===== src/design/plcsm_pkg.sv =====
package plcsm_pkg;

  // operation codes of an input transaction
  localparam logic [2:0] OP_READ       = 3'd0;
  localparam logic [2:0] OP_WRITE_BIT  = 3'd1;
  localparam logic [2:0] OP_WRITE_WORD = 3'd2;
  localparam logic [2:0] OP_RX_BYTE    = 3'd3;
  localparam logic [2:0] OP_TICK       = 3'd4;

  // command kinds held while a command runs
  localparam logic [1:0] CMD_READ       = 2'd0;
  localparam logic [1:0] CMD_WRITE_BIT  = 2'd1;
  localparam logic [1:0] CMD_WRITE_WORD = 2'd2;

  // result kinds
  localparam logic [1:0] KIND_TX     = 2'd0;
  localparam logic [1:0] KIND_WORD   = 2'd1;
  localparam logic [1:0] KIND_STATUS = 2'd2;

  // status codes
  localparam logic [2:0] ST_BUSY    = 3'd0;
  localparam logic [2:0] ST_OK      = 3'd1;
  localparam logic [2:0] ST_CRC     = 3'd2;
  localparam logic [2:0] ST_TIMEOUT = 3'd3;
  localparam logic [2:0] ST_SIZE    = 3'd4;

  // configuration register indexes
  localparam logic CFG_READ_TIMEOUT  = 1'b0;
  localparam logic CFG_WRITE_TIMEOUT = 1'b1;

  // frame constants
  localparam logic [7:0]  HOST_ID    = 8'd191;
  localparam logic [15:0] CRC_POLY   = 16'hA001;
  localparam logic [15:0] CRC_INIT   = 16'hFFFF;
  localparam logic [15:0] TIMEOUT_RST = 16'd1000;

  // reflected crc-16 over one byte
  function automatic logic [15:0] crc16_byte(input logic [15:0] crc, input logic [7:0] b);
    logic [15:0] c;
    c = crc ^ {8'h00, b};
    for (int k = 0; k < 8; k++) begin
      c = c[0] ? ((c >> 1) ^ CRC_POLY) : (c >> 1);
    end
    return c;
  endfunction

endpackage


===== src/design/plcsm_in_if.sv =====
interface plcsm_in_if;
  logic        valid;
  logic        ready;
  logic [2:0]  operation;
  logic [7:0]  station;
  logic [15:0] reg_address;
  logic [15:0] write_value;
  logic [7:0]  word_count;
  logic        is_analog;
  logic [15:0] target_base;
  logic [7:0]  rx_byte;

  modport source (output valid, operation, station, reg_address, write_value, word_count,
                  is_analog, target_base, rx_byte, input ready);
  modport sink (input valid, operation, station, reg_address, write_value, word_count,
                is_analog, target_base, rx_byte, output ready);
endinterface


===== src/design/plcsm_out_if.sv =====
interface plcsm_out_if;
  logic        valid;
  logic        ready;
  logic [1:0]  kind;
  logic [7:0]  tx_byte;
  logic [15:0] store_index;
  logic [15:0] store_value;
  logic [2:0]  status;
  logic        last;

  modport source (output valid, kind, tx_byte, store_index, store_value, status, last,
                  input ready);
  modport sink (input valid, kind, tx_byte, store_index, store_value, status, last,
                output ready);
endinterface


===== src/design/plcsm_rx_mem.sv =====
module plcsm_rx_mem #(
  parameter int DEPTH = 64
) (
  input  logic                     clk_i,
  input  logic                     we_i,
  input  logic [$clog2(DEPTH)-1:0] waddr_i,
  input  logic [7:0]               wdata_i,
  input  logic                     re_i,
  input  logic [$clog2(DEPTH)-1:0] raddr_a_i,
  input  logic [$clog2(DEPTH)-1:0] raddr_b_i,
  output logic [7:0]               rdata_a_o,
  output logic [7:0]               rdata_b_o
);

  logic [7:0] mem [DEPTH];

  // one write port, two registered read ports
  always_ff @(posedge clk_i) begin
    if (we_i) begin
      mem[waddr_i] <= wdata_i;
    end
    if (re_i) begin
      rdata_a_o <= mem[raddr_a_i];
      rdata_b_o <= mem[raddr_b_i];
    end
  end

endmodule


===== src/design/plc_serial_master_transaction.sv =====
// Master side of a two-phase PLC serial exchange with CRC-16 framing.
// Input channel in_s carries one transaction per command, received line byte
// or timer tick; the output channel out_s carries transmit bytes, stored words
// and status results, with last set on the final result of each input that has any.
// The block handles one input at a time: in_s.ready is high only while the
// sequencer is idle. A start command emits its 9- or 10-byte request frame one
// byte per cycle while the output register is free. A received byte is first
// written to the buffer, then the frame is checked; a completed acknowledgement
// then emits the 7-byte poll frame at one byte per cycle, again while the output
// register is free. A completed read response emits one stored word after each
// registered buffer read. A tick updates the timer; a timeout emits a status.
// Received bytes sit in a single synchronous buffer of RX_BUFFER_BYTES bytes;
// the frame CRC is kept running as bytes arrive.
// Results leave through an output register; while it holds a result and
// out_s.ready is low, the emitting states hold. Reset returns to idle, both timeout
// registers to 1000 ticks; the buffer needs no clearing.
// Configuration writes (cfg_we_i, cfg_index_i, cfg_data_i) take effect at once.
module plc_serial_master_transaction #(
  parameter int RX_BUFFER_BYTES = 64
) (
  input  logic        clk_i,
  input  logic        rst_ni,
  input  logic        cfg_we_i,
  input  logic        cfg_index_i,
  input  logic [15:0] cfg_data_i,
  plcsm_in_if.sink    in_s,
  plcsm_out_if.source out_s
);
  import plcsm_pkg::*;

  localparam int AW = $clog2(RX_BUFFER_BYTES);
  localparam int CW = $clog2(RX_BUFFER_BYTES + 1);

  typedef enum logic [1:0] {PH_IDLE, PH_ACK, PH_RESP} phase_e;
  typedef enum logic [2:0] {S_IDLE, S_CHK, S_TX, S_ST, S_AREQ, S_ACH, S_WREQ, S_WOUT} state_e;

  state_e      state_q;
  phase_e      phase_q;
  logic [15:0] rd_to_q, wr_to_q;
  logic [1:0]  cmd_q;
  logic [7:0]  station_q, count_q;
  logic        analog_q;
  logic [15:0] target_q;
  logic [CW-1:0] rx_count_q;
  logic [15:0] tick_q;
  logic [9:0]  need_q;
  logic [15:0] crc_rx_q;
  logic [7:0]  byte_old_q, byte_new_q;
  logic [7:0]  frame_q [8];
  logic [3:0]  flen_q, fidx_q;
  logic [15:0] crc_tx_q;
  logic [2:0]  post_st_q;
  logic [AW-1:0] waddr_q;
  logic [15:0] widx_q;
  logic [7:0]  wleft_q;

  logic        out_valid_q;
  logic [1:0]  out_kind_q;
  logic [7:0]  out_tx_q;
  logic [15:0] out_idx_q, out_val_q;
  logic [2:0]  out_st_q;
  logic        out_last_q;

  logic          in_fire, out_free, out_load;
  logic [15:0]   lim, tick_inc;
  logic          crc_ok;
  logic [7:0]    words;
  logic [9:0]    need_calc;
  logic [7:0]    tx_cur;
  logic          mem_we, mem_re;
  logic [AW-1:0] rd_a, rd_b;
  logic [7:0]    rdata_a, rdata_b;

  // handshake and helpers
  assign in_s.ready = (state_q == S_IDLE);
  assign in_fire    = in_s.valid && in_s.ready;
  assign out_free   = !out_valid_q || out_s.ready;
  assign out_load   = out_free && (state_q == S_TX || state_q == S_ST || state_q == S_WOUT);
  assign lim        = (cmd_q == CMD_READ) ? rd_to_q : wr_to_q;
  assign tick_inc   = (tick_q == 16'hFFFF) ? tick_q : tick_q + 16'd1;
  assign crc_ok     = (crc_rx_q == {byte_new_q, byte_old_q});
  assign words      = analog_q ? 8'd2 : count_q;
  assign need_calc  = 10'd6 + {1'b0, words, 1'b0};

  always_comb begin
    if (fidx_q < flen_q) begin
      tx_cur = frame_q[fidx_q[2:0]];
    end else if (fidx_q == flen_q) begin
      tx_cur = crc_tx_q[7:0];
    end else begin
      tx_cur = crc_tx_q[15:8];
    end
  end

  // receive buffer
  assign mem_we = in_fire && (in_s.operation == OP_RX_BYTE) && (phase_q != PH_IDLE)
                  && (rx_count_q < CW'(RX_BUFFER_BYTES));
  assign mem_re = (state_q == S_AREQ) || (state_q == S_WREQ);
  assign rd_a   = (state_q == S_AREQ) ? AW'(6) : waddr_q;
  assign rd_b   = rd_a + AW'(1);

  plcsm_rx_mem #(.DEPTH(RX_BUFFER_BYTES)) u_rx_mem (
    .clk_i     (clk_i),
    .we_i      (mem_we),
    .waddr_i   (rx_count_q[AW-1:0]),
    .wdata_i   (in_s.rx_byte),
    .re_i      (mem_re),
    .raddr_a_i (rd_a),
    .raddr_b_i (rd_b),
    .rdata_a_o (rdata_a),
    .rdata_b_o (rdata_b)
  );

  // output channel
  assign out_s.valid       = out_valid_q;
  assign out_s.kind        = out_kind_q;
  assign out_s.tx_byte     = out_tx_q;
  assign out_s.store_index = out_idx_q;
  assign out_s.store_value = out_val_q;
  assign out_s.status      = out_st_q;
  assign out_s.last        = out_last_q;

  // sequencer, command state and output register
  always_ff @(posedge clk_i or negedge rst_ni) begin
    if (!rst_ni) begin
      state_q     <= S_IDLE;
      phase_q     <= PH_IDLE;
      rd_to_q     <= TIMEOUT_RST;
      wr_to_q     <= TIMEOUT_RST;
      cmd_q       <= CMD_READ;
      station_q   <= '0;
      count_q     <= '0;
      analog_q    <= 1'b0;
      target_q    <= '0;
      rx_count_q  <= '0;
      tick_q      <= '0;
      need_q      <= '0;
      crc_rx_q    <= CRC_INIT;
      byte_old_q  <= '0;
      byte_new_q  <= '0;
      for (int i = 0; i < 8; i++) begin
        frame_q[i] <= '0;
      end
      flen_q      <= '0;
      fidx_q      <= '0;
      crc_tx_q    <= CRC_INIT;
      post_st_q   <= ST_BUSY;
      waddr_q     <= '0;
      widx_q      <= '0;
      wleft_q     <= '0;
      out_valid_q <= 1'b0;
      out_kind_q  <= KIND_TX;
      out_tx_q    <= '0;
      out_idx_q   <= '0;
      out_val_q   <= '0;
      out_st_q    <= ST_BUSY;
      out_last_q  <= 1'b0;
    end else begin
      if (cfg_we_i) begin
        if (cfg_index_i == CFG_READ_TIMEOUT) begin
          rd_to_q <= cfg_data_i;
        end else begin
          wr_to_q <= cfg_data_i;
        end
      end

      // drained and nothing new to load
      if (out_s.ready && !out_load) begin
        out_valid_q <= 1'b0;
      end

      unique case (state_q)
        S_IDLE: begin
          if (in_fire) begin
            if (in_s.operation == OP_READ || in_s.operation == OP_WRITE_BIT
                || in_s.operation == OP_WRITE_WORD) begin
              // start: build request frame
              cmd_q      <= in_s.operation[1:0];
              station_q  <= in_s.station;
              count_q    <= in_s.word_count;
              analog_q   <= in_s.is_analog;
              target_q   <= in_s.target_base;
              frame_q[0] <= in_s.station;
              frame_q[1] <= HOST_ID;
              frame_q[4] <= in_s.reg_address[7:0];
              frame_q[5] <= in_s.reg_address[15:8];
              frame_q[7] <= in_s.write_value[15:8];
              if (in_s.operation == OP_READ) begin
                frame_q[2] <= 8'd3;
                frame_q[3] <= 8'd3;
                frame_q[6] <= in_s.is_analog ? 8'd2 : in_s.word_count;
                flen_q     <= 4'd7;
              end else if (in_s.operation == OP_WRITE_BIT) begin
                frame_q[2] <= 8'd2;
                frame_q[3] <= 8'd3;
                frame_q[6] <= in_s.write_value[7:0];
                flen_q     <= 4'd7;
              end else begin
                frame_q[2] <= 8'd4;
                frame_q[3] <= 8'd4;
                frame_q[6] <= in_s.write_value[7:0];
                flen_q     <= 4'd8;
              end
              fidx_q     <= '0;
              crc_tx_q   <= CRC_INIT;
              post_st_q  <= ST_BUSY;
              phase_q    <= PH_ACK;
              rx_count_q <= '0;
              tick_q     <= '0;
              crc_rx_q   <= CRC_INIT;
              state_q    <= S_TX;
            end else if (in_s.operation == OP_RX_BYTE && phase_q != PH_IDLE) begin
              if (rx_count_q >= CW'(RX_BUFFER_BYTES)) begin
                post_st_q <= ST_SIZE;
                phase_q   <= PH_IDLE;
                state_q   <= S_ST;
              end else begin
                // crc runs two bytes behind the newest byte
                if (rx_count_q >= CW'(2)) begin
                  crc_rx_q <= crc16_byte(crc_rx_q, byte_old_q);
                end
                byte_old_q <= byte_new_q;
                byte_new_q <= in_s.rx_byte;
                rx_count_q <= rx_count_q + CW'(1);
                state_q    <= S_CHK;
              end
            end else if (in_s.operation == OP_TICK && phase_q != PH_IDLE) begin
              tick_q <= tick_inc;
              if (tick_inc >= lim) begin
                post_st_q <= ST_TIMEOUT;
                phase_q   <= PH_IDLE;
                state_q   <= S_ST;
              end
            end
          end
        end

        S_CHK: begin
          if (phase_q == PH_ACK && rx_count_q >= CW'(7)) begin
            if (crc_ok) begin
              // acknowledgement good: send poll frame
              frame_q[0] <= station_q;
              frame_q[1] <= HOST_ID;
              frame_q[2] <= 8'd0;
              frame_q[3] <= 8'd1;
              frame_q[4] <= 8'd0;
              flen_q     <= 4'd5;
              fidx_q     <= '0;
              crc_tx_q   <= CRC_INIT;
              need_q     <= (cmd_q == CMD_READ) ? need_calc : 10'd7;
              rx_count_q <= '0;
              tick_q     <= '0;
              crc_rx_q   <= CRC_INIT;
              if (cmd_q == CMD_READ && need_calc > 10'(RX_BUFFER_BYTES)) begin
                post_st_q <= ST_SIZE;
                phase_q   <= PH_IDLE;
              end else begin
                post_st_q <= ST_BUSY;
                phase_q   <= PH_RESP;
              end
              state_q <= S_TX;
            end else begin
              post_st_q <= ST_CRC;
              phase_q   <= PH_IDLE;
              state_q   <= S_ST;
            end
          end else if (phase_q == PH_RESP && 10'(rx_count_q) >= need_q) begin
            phase_q <= PH_IDLE;
            if (!crc_ok) begin
              post_st_q <= ST_CRC;
              state_q   <= S_ST;
            end else if (cmd_q != CMD_READ) begin
              post_st_q <= ST_OK;
              state_q   <= S_ST;
            end else if (analog_q) begin
              state_q <= S_AREQ;
            end else if (count_q == 8'd0) begin
              post_st_q <= ST_OK;
              state_q   <= S_ST;
            end else begin
              waddr_q <= AW'(4);
              widx_q  <= target_q;
              wleft_q <= count_q;
              state_q <= S_WREQ;
            end
          end else begin
            state_q <= S_IDLE;
          end
        end

        S_TX: begin
          if (out_free) begin
            out_valid_q <= 1'b1;
            out_kind_q  <= KIND_TX;
            out_tx_q    <= tx_cur;
            out_idx_q   <= '0;
            out_val_q   <= '0;
            out_st_q    <= ST_BUSY;
            out_last_q  <= (fidx_q == flen_q + 4'd1) && (post_st_q == ST_BUSY);
            if (fidx_q < flen_q) begin
              crc_tx_q <= crc16_byte(crc_tx_q, tx_cur);
            end
            fidx_q <= fidx_q + 4'd1;
            if (fidx_q == flen_q + 4'd1) begin
              state_q <= (post_st_q != ST_BUSY) ? S_ST : S_IDLE;
            end
          end
        end

        S_ST: begin
          if (out_free) begin
            out_valid_q <= 1'b1;
            out_kind_q  <= KIND_STATUS;
            out_tx_q    <= '0;
            out_idx_q   <= '0;
            out_val_q   <= '0;
            out_st_q    <= post_st_q;
            out_last_q  <= 1'b1;
            state_q     <= S_IDLE;
          end
        end

        // analog read: channel byte first
        S_AREQ: begin
          state_q <= S_ACH;
        end

        S_ACH: begin
          widx_q  <= target_q + 16'd3 - {14'd0, rdata_a[1:0]};
          waddr_q <= AW'(4);
          wleft_q <= 8'd1;
          state_q <= S_WREQ;
        end

        S_WREQ: begin
          state_q <= S_WOUT;
        end

        S_WOUT: begin
          if (out_free) begin
            out_valid_q <= 1'b1;
            out_kind_q  <= KIND_WORD;
            out_tx_q    <= '0;
            out_idx_q   <= widx_q;
            out_val_q   <= {rdata_b, rdata_a};
            out_st_q    <= (wleft_q == 8'd1) ? ST_OK : ST_BUSY;
            out_last_q  <= (wleft_q == 8'd1);
            wleft_q     <= wleft_q - 8'd1;
            widx_q      <= widx_q + 16'd1;
            waddr_q     <= waddr_q + AW'(2);
            state_q     <= (wleft_q == 8'd1) ? S_IDLE : S_WREQ;
          end
        end

        default: begin
          state_q <= S_IDLE;
        end
      endcase
    end
  end

endmodule

===== src/flat_wrapper.sv =====
// flat-port wrapper written by rule: the top's interface ports become plain ports
module plc_serial_master_transaction_flat import plcsm_pkg::*;
#(
  parameter int RX_BUFFER_BYTES = 64
)
  (clk_i, rst_ni, cfg_we_i, cfg_index_i, cfg_data_i, in_s_valid, in_s_operation, in_s_station, in_s_reg_address, in_s_write_value, in_s_word_count, in_s_is_analog, in_s_target_base, in_s_rx_byte, in_s_ready, out_s_valid, out_s_kind, out_s_tx_byte, out_s_store_index, out_s_store_value, out_s_status, out_s_last, out_s_ready);
  plcsm_in_if in_s_i ();
  plcsm_out_if out_s_i ();
  input  logic clk_i;
  input  logic rst_ni;
  input  logic cfg_we_i;
  input  logic cfg_index_i;
  input  logic [15:0] cfg_data_i;
  input wire logic [$bits(in_s_i.valid)-1:0] in_s_valid;
  input wire logic [$bits(in_s_i.operation)-1:0] in_s_operation;
  input wire logic [$bits(in_s_i.station)-1:0] in_s_station;
  input wire logic [$bits(in_s_i.reg_address)-1:0] in_s_reg_address;
  input wire logic [$bits(in_s_i.write_value)-1:0] in_s_write_value;
  input wire logic [$bits(in_s_i.word_count)-1:0] in_s_word_count;
  input wire logic [$bits(in_s_i.is_analog)-1:0] in_s_is_analog;
  input wire logic [$bits(in_s_i.target_base)-1:0] in_s_target_base;
  input wire logic [$bits(in_s_i.rx_byte)-1:0] in_s_rx_byte;
  output wire logic [$bits(in_s_i.ready)-1:0] in_s_ready;
  output wire logic [$bits(out_s_i.valid)-1:0] out_s_valid;
  output wire logic [$bits(out_s_i.kind)-1:0] out_s_kind;
  output wire logic [$bits(out_s_i.tx_byte)-1:0] out_s_tx_byte;
  output wire logic [$bits(out_s_i.store_index)-1:0] out_s_store_index;
  output wire logic [$bits(out_s_i.store_value)-1:0] out_s_store_value;
  output wire logic [$bits(out_s_i.status)-1:0] out_s_status;
  output wire logic [$bits(out_s_i.last)-1:0] out_s_last;
  input wire logic [$bits(out_s_i.ready)-1:0] out_s_ready;
  assign in_s_i.valid = in_s_valid;
  assign in_s_i.operation = in_s_operation;
  assign in_s_i.station = in_s_station;
  assign in_s_i.reg_address = in_s_reg_address;
  assign in_s_i.write_value = in_s_write_value;
  assign in_s_i.word_count = in_s_word_count;
  assign in_s_i.is_analog = in_s_is_analog;
  assign in_s_i.target_base = in_s_target_base;
  assign in_s_i.rx_byte = in_s_rx_byte;
  assign in_s_ready = in_s_i.ready;
  assign out_s_valid = out_s_i.valid;
  assign out_s_kind = out_s_i.kind;
  assign out_s_tx_byte = out_s_i.tx_byte;
  assign out_s_store_index = out_s_i.store_index;
  assign out_s_store_value = out_s_i.store_value;
  assign out_s_status = out_s_i.status;
  assign out_s_last = out_s_i.last;
  assign out_s_i.ready = out_s_ready;
  plc_serial_master_transaction #(.RX_BUFFER_BYTES(RX_BUFFER_BYTES)) u_core (.clk_i(clk_i), .rst_ni(rst_ni), .cfg_we_i(cfg_we_i), .cfg_index_i(cfg_index_i), .cfg_data_i(cfg_data_i), .in_s(in_s_i), .out_s(out_s_i));
endmodule

===== config.mk =====
export PLATFORM = sky130hd
export DESIGN_NAME = plc_serial_master_transaction_flat
export DESIGN_NICKNAME = d
export VERILOG_FILES = /design/src/design/plcsm_pkg.sv /design/src/design/plcsm_in_if.sv /design/src/design/plcsm_out_if.sv /design/src/design/plcsm_rx_mem.sv /design/src/design/plc_serial_master_transaction.sv /design/src/flat_wrapper.sv
export SDC_FILE = /design/constraint.sdc
export NUM_CORES = 1
export LEC_CHECK = 0
export BUFFER_PORTS_ARGS = -buffer_cell sky130_fd_sc_hd__buf_2
export CORE_ASPECT_RATIO = 0.6
export CORE_MARGIN = 4
export CORE_UTILIZATION = 50
export DETAILED_ROUTE_END_ITERATION = 8
export PLACE_DENSITY = 0.67
export REMOVE_ABC_BUFFERS = 1
export SETUP_SLACK_MARGIN = 0.4
export SLEW_MARGIN = 40
export SYNTH_ARGS = -nofsm -noshare
export SYNTH_HDL_FRONTEND = slang
export SYNTH_SLANG_ARGS = --single-unit

===== constraint.sdc =====
create_clock -name clk_i -period 5 [get_ports clk_i]
set_input_delay 0.25 -clock clk_i [delete_from_list [all_inputs] [get_ports clk_i]]
set_output_delay 0.25 -clock clk_i [all_outputs]
set_load 0.05 [all_outputs]

# == Yosys cells after proc, flatten, opt, wreduce, memory -nomap -nowiden ==
# Memories as Yosys holds them, arrays and structs flattened. A register that Yosys moved wholly into a read port is not among the register bits.
# Cells that the tools add are included.
# word_totals
output_inout_bits,48
word_cells,348
mem_count,1
ff_bits,305
in_bits,98
ramBits,512
# memory_table
memory,depth,width,rd,rd_clocked_by_memory_dff,write_ports,line_no,text
u_core.u_rx_mem.mem,64,8,2,2,1,plcsm_rx_mem.sv:15,logic [7:0] mem [DEPTH];
# op_classes
mux,168
order_cmp,9
addsub,11
n_eq_ne,45
n_reduce_logical,55
bitwise_logic,22
# op_table
op,count
$mux W16,46
$mux W64,2
$mux W8,16
$pmux W16 S2,4
$pmux W16 S3,2
$mux W3,30
$mux W40,2
$pmux W40 S2,1
$mux W6,8
$not A2 Y3,16
$mux W4,11
$mux W7,6
$add A16 B1 Y16 const B,2
$xor A16 B8 Y16,2
$mux W2,15
$bmux W8 S3,1
$pmux W3 S8,1
$pmux W8 S3,1
$reduce_and A6 Y1,4
$reduce_and A7 Y1,3
$pmux W6 S3,1
$add A16 B2 Y16 const B,1
$eq A16 B16 Y1,1
$eq A16 B16 Y1 const B,1
58 further kinds,133

# == Depth between registers and ports, before layout ==
# logic_depth
ltp_word,25
mapped_depth,17
depth_no_buf,17

# == Hierarchy ==
# From an unflattened synthesis, not the netlist that was laid out.
# hier_totals
cells_unflattened,2816
area_unflattened_um2,39731.9
# by_module_without_submodules
mod,n_inst,area_each_um2,seq_area_each_um2,cells_per_inst
plcsm_rx_mem,1,24410.9,15855.2,1224
plc_serial_master_transaction,1,15320.9,7161.9,1592

# == Least setup slack after synthesis ==
# No wires, ideal clock.
# synth_path
path_type,register -> register
start,reg u_core.state_q[0]
end,mem u_core.u_rx_mem.mem[32][0] (enable)
t_arrival_ns,3.724
required_ns,4.627
setup_ns,0.373
stages_incl_launch_ff,7
path_buffers,2
setup_slack_ns,0.903
period_less_slack_ns,4.097
path_cell_list,dfrtp_1 clkbuf_1 nor3_1 nand3_1 or4b_2 clkbuf_1 nor2b_1
# synth_via
elab_chain_cells,7
# synth_lines
item,line_no,text
start: declaration,plc_serial_master_transaction.sv:37,state_e state_q;
start signal: assignment,plc_serial_master_transaction.sv:305,state_q <= (post_st_q != ST_BUSY) ? S_ST : S_IDLE;
start signal: assignment,plc_serial_master_transaction.sv:351,state_q <= (wleft_q == 8'd1) ? S_IDLE : S_WREQ;
$logic_not A3 Y1,plc_serial_master_transaction.sv:75,assign in_s.ready = (state_q == S_IDLE);
named net in_s_ready,flat_wrapper.sv:23,output wire logic [$bits(in_s_i.ready)-1:0] in_s_ready;
$logic_and A1 B1 Y1,plc_serial_master_transaction.sv:76,assign in_fire = in_s.valid && in_s.ready;
$logic_and A1 B1 Y1 (2 in a row),plc_serial_master_transaction.sv:96,assign mem_we = in_fire && (in_s.operation == OP_RX_BYTE) && (phase_q != PH_IDLE)
$logic_and A1 B1 Y1,plc_serial_master_transaction.sv:97,&& (rx_count_q < CW'(RX_BUFFER_BYTES));
$mux W1,plcsm_rx_mem.sv:19,if (we_i) begin
$mux W1 (implied by the code),plcsm_rx_mem.sv:20,mem[waddr_i] <= wdata_i;
end: declaration,plcsm_rx_mem.sv:15,
# The timed path passes the listed nets, and every way through them passes these cells.

# == Worst setup path after layout ==
# layout_path
start,reg u_core.tick_q[0]
end,reg u_core.state_q[1]
# layout_via
elab_chain_cells,5
elab_cells_between_ends,6
cone_classes,1 x add/sub; 1 x order compare; 2 x eq/ne; 1 x mux; 1 x reduce/logical
# layout_lines
item,line_no,text
start: declaration,plc_serial_master_transaction.sv:45,logic [15:0] tick_q;
start signal: assignment,plc_serial_master_transaction.sv:228,tick_q <= tick_inc;
$add A16 B1 Y16 / $eq A16 B16 Y1 (equally long branches),plc_serial_master_transaction.sv:80,assign tick_inc = (tick_q == 16'hFFFF) ? tick_q : tick_q + 16'd1;
$mux W16 *,plc_serial_master_transaction.sv:80,
$ge A16 B16 Y1 *,plc_serial_master_transaction.sv:229,if (tick_inc >= lim) begin
$ne A4 B4 Y1 (no line) *,-,
$reduce_and A7 Y1 (no line) *,-,
# Every way passes the cells marked *; elsewhere a longest branch is shown, timed or not.
# A chain may end at the register's enable or synchronous reset.

==> summary.md <==
| Metric | Value |
|---|---|
| Largest net degree at the start of global routing | between 100 and 150 |
| Relative slew margins | between 40% and 50% |
| WHS | slightly below 90 ps |
| Final Hold Fails | 0 |
| Cell variety after synth | 84 |
| Compound-cell area share of the yosys netlist | 10.34% |
| Startpoint Class | register |
| Simple-gate portion of the synthesized area | 11.88% |
| Avg Cell Area, Syn | approximately 13 sq um |
| Placed Area | ~38000 sq um |
| Switching share of power | 31.73% |
| Crit Path Category | register to register |
| Setup repair after global routing missed its margin | false |
| Actual slew at the worst max-slew pin | 861.1 ps |
| Syn Inst Count | roughly 2900 |
| Fmax | approximately 240 MHz |
| Post_cts resized | 0 |
| Register area share after synthesis | a little under two thirds |
| Multiplexer area fraction after synthesis | ~7.2% |
| Hold Crit Class | input pin to register |
| CP Data Required Time | 5560 ps |
| Vias in the first global route | 24348 |
| Critical Path AT | around 4600 ps |
| Clk pin slew, worst setup/hold paths | about 60 ps |
| Fin crit period | ~4100 ps |
| Ys async rst share | a little over a third |
| Status | completed |
| Pint | 0.01333 W |
| Post-Syn Area | around 36000 sq um |
| # fillers | between 5000 and 6000 |
| Share of cells above drive strength 1 | 18.05% |
| Routability cong. | between 0.8 and 0.9 |
| Power per cell area | roughly 470 nW/um^2 |
| First-pass GRT wire length | 145000 um |
| Peak supply drop | between 0.0004 and 0.0005 V |
| Initial antenna violation count | 2 |
| H-tree depth | 3 |
| Ports | 146 |
| Crit Path Max Fanout | 11 |
| Post-synthesis adder-cell area fraction | around 2.2% |
| Lkg Pwr | ~16 nW |
| Clock Path Buffers | 3 |
| Initial DRC count | about 2600 |
| Die height | 216.0 um |
| Layout Nets | between 3000 and 4000 |
| Final instance area | slightly above 40000 sq um |
| Rows | between 70 and 80 |
| Part of the power in registers | between 40% and 50% |
| Dominant synthesized flop cell | edfxtp_1 |
| Number of synthesized flops with an enable pin | 528 |
| WL per Instance | between 20 and 25 um |
| Initial core utilization | about 50% |
| Power, Total | a little under 0.02 W |
| CTS sink cnt | a little over 800 |
| Largest family of logic cells by synthesized area | simple AND/OR/NAND/NOR gates |
| Gr ovfl total | 0 |
| IO buf count | 145 |
| Die width | between 300 and 400 um |
| Post-route clock period utilization | 81.72% |
| Via-to-Cell Ratio | roughly 6 |
| Clk root buf | clkbuf_16 |
| GRT Resource Usage Total | roughly a quarter |
| Setup crit end kind | register |
| Clk pwr share | a little under a third |
| Area Overhead vs Synth | 14.86% |
| Via count | around 24000 |
| Num CTS Buffers | between 70 and 80 |
| CTS tree | yes |
| First-pass iteration count of the detailed router | 5 |
| YS warnings | 0 |
| Maxcap violations | 0 |
| Max-slew violation count | 0 |
| HPWL after detailed placement | just under 60000 um |
| Synthesis-stage register bit count | around 800 |
| Core Util, Final | roughly 60% |
| DRT Wirelength | slightly above 90000 um |
| Switch Pwr | around 0.0062 W |
| Post-synthesis xor/xnor area fraction | 2.034% |
| Antenna viol nets, final | 0 |
| Core area | between 70000 and 80000 sq um |
| Clk_skew | approximately 21 ps |
| Die ar. | 76610 sq um |
| Clock Latency Late Sink | about 640 ps |
| Remaining routing DRC violations | 0 |
| Final Setup Violations | 0 |
| Gate power share | between 20% and 30% |
-- through the flow --
stage,std cells,TNS (ps),setup slack [ps]
global route,4093,0,699.4
floorplan,2703,-57710,-3840
CTS,4086,0,423.8
detailed placement,3860,0,435.4
finish,4093,0,914.2
global placement,3857,0,550.6
-- sequential cells by signal, summed over array words and instances (netlist names), 16 cells and up --
| name | flops |
|---|---|
| u_core.crc_rx_q | 16 |
| u_core.crc_tx_q | 16 |
| u_core.frame_q | 45 |
| u_core.out_s.store_index | 16 |
| u_core.out_s.store_value | 16 |
| u_core.rd_to_q | 16 |
| u_core.target_q | 16 |
| u_core.tick_q | 16 |
| u_core.u_rx_mem.mem | 512 |
| u_core.widx_q | 16 |
| u_core.wr_to_q | 16 |
-- repair_timing --
item / 4_1_cts / 5_1_grt
setup buffers: 0 / 5
setup endpoints to repair: 0 / 8
endpoints found under the hold margin: 217 / 0
hold buffers: 84 / 0
-- worst max-delay path, cell delays in order (launching register included) --
cell,delay [ps]
dfrtp_1,430
ha_1,250
and2_0,250
and3_1,210
and3_1,220
nand4_1,80
buf_4,180
buf_4,140
mux2_2,320
ha_1,270
a21o_1,160
a21o_1,170
a21o_1,160
a21o_1,170
a21oi_1,210
o211ai_1,110
buf_4,170
buf_4,140
o211ai_1,140
mux2i_1,230
-- final timing paths --
kind                                         start                  end  slack (ps)  cells past startpoint
worst min-delay path                   out_s_ready   u_core.out_s.valid          90                      3
worst max-delay path              u_core.tick_q[0]    u_core.state_q[1]         910                     19
worst min register to register  u_core.crc_tx_q[9]   u_core.crc_tx_q[9]         470                      2
worst max register to register    u_core.tick_q[0]    u_core.state_q[1]         910                     19
min in group asynchronous                   rst_ni   u_core.rd_to_q[10]         130                      2
max in group asynchronous                   rst_ni  u_core.crc_tx_q[12]        3750                      4
-- power by group through the flow --
stage / Combinational, W / Sequential [W] / Clock, W
2_1_floorplan: 0.00348 / 0.00851 / 0
3_3_place_gp: 0.00478 / 0.00851 / 0
3_5_place_dp: 0.00489 / 0.00854 / 0
4_1_cts: 0.00499 / 0.00841 / 0.00616
5_1_grt: 0.00560 / 0.00850 / 0.00647
6_report: 0.00504 / 0.00844 / 0.00606
-- per-layer routing --
layer	part of all wire, %	vias to the layer above	track usage, %
met5	0	-	0
met1	47	12336	38.22
li1	-	11079	-
met2	44	904	35.29
met4	1.7	0	5.260
met3	7.9	120	4.236
-- cells in the final DEF (no fill, tap or decap), types with 16 or more instances in the layout --
cell,instances
edfxtp_1,528
nand2_1,475
dfrtp_1,238
o21ai_0,160
nor2_1,155
buf_2,145
nand3_1,139
dlygate4sd3_1,84
a21oi_1,81
clkbuf_16,79
mux4_2,68
mux2_2,62
ha_1,60
o221ai_1,58
inv_1,49
xnor2_1,49
buf_4,44
dfstp_2,44
a22o_1,43
mux2i_1,35
nor2_2,32
a31oi_1,31
xor2_1,30
o211ai_1,30
nor3_1,30
and3_1,25
o31ai_1,22
a311oi_1,18
a21o_1,17
o22ai_1,16
-- kinds of logic after synthesis --
| logic type | after synthesis |
|---|---|
| multiplexers | 165 |
| flip-flops | 812 |
| adder cells (fa/ha/maj) | 62 |
| AO/OA/AOI/OAI | 557 |
| AND/OR/NAND/NOR | 973 |
| buffers and inverters | 227 |
| XOR/XNOR | 82 |
| other | 1 |
-- cells in the mapped netlist (all sizes together), types with 41 or more instances --
master | count | area (sq um)
a22o | 43 | 376.6
inv | 51 | 191.4
nand2 | 477 | 1790
buf | 41 | 226.5
nand3 | 141 | 705.7
dfrtp | 240 | 6006
ha | 61 | 763.2
clkbuf | 135 | 506.7
nor2 | 189 | 709.4
o21ai | 166 | 830.8
dfstp | 44 | 1156
edfxtp | 528 | 15860
o221ai | 58 | 508.0
a21oi | 81 | 405.4
mux2 | 62 | 698.2
xnor2 | 51 | 454.2
mux4 | 68 | 1531
-- final cells by class --
class | instances | area (sq um) | share of cell area, %
tap | 962 | 1204 | 2.907
inverter | 51 | 191.4 | 0.4623
multi-input combinational | 1840 | 12290 | 29.67
clock buffer | 91 | 2032 | 4.907
timing repair buffer | 285 | 2121 | 5.121
sequential | 812 | 23020 | 55.59
clock inverter | 51 | 555.5 | 1.342
antenna | 1 | 2.502 | 0.006043
(Power assumes the default switching activity.)
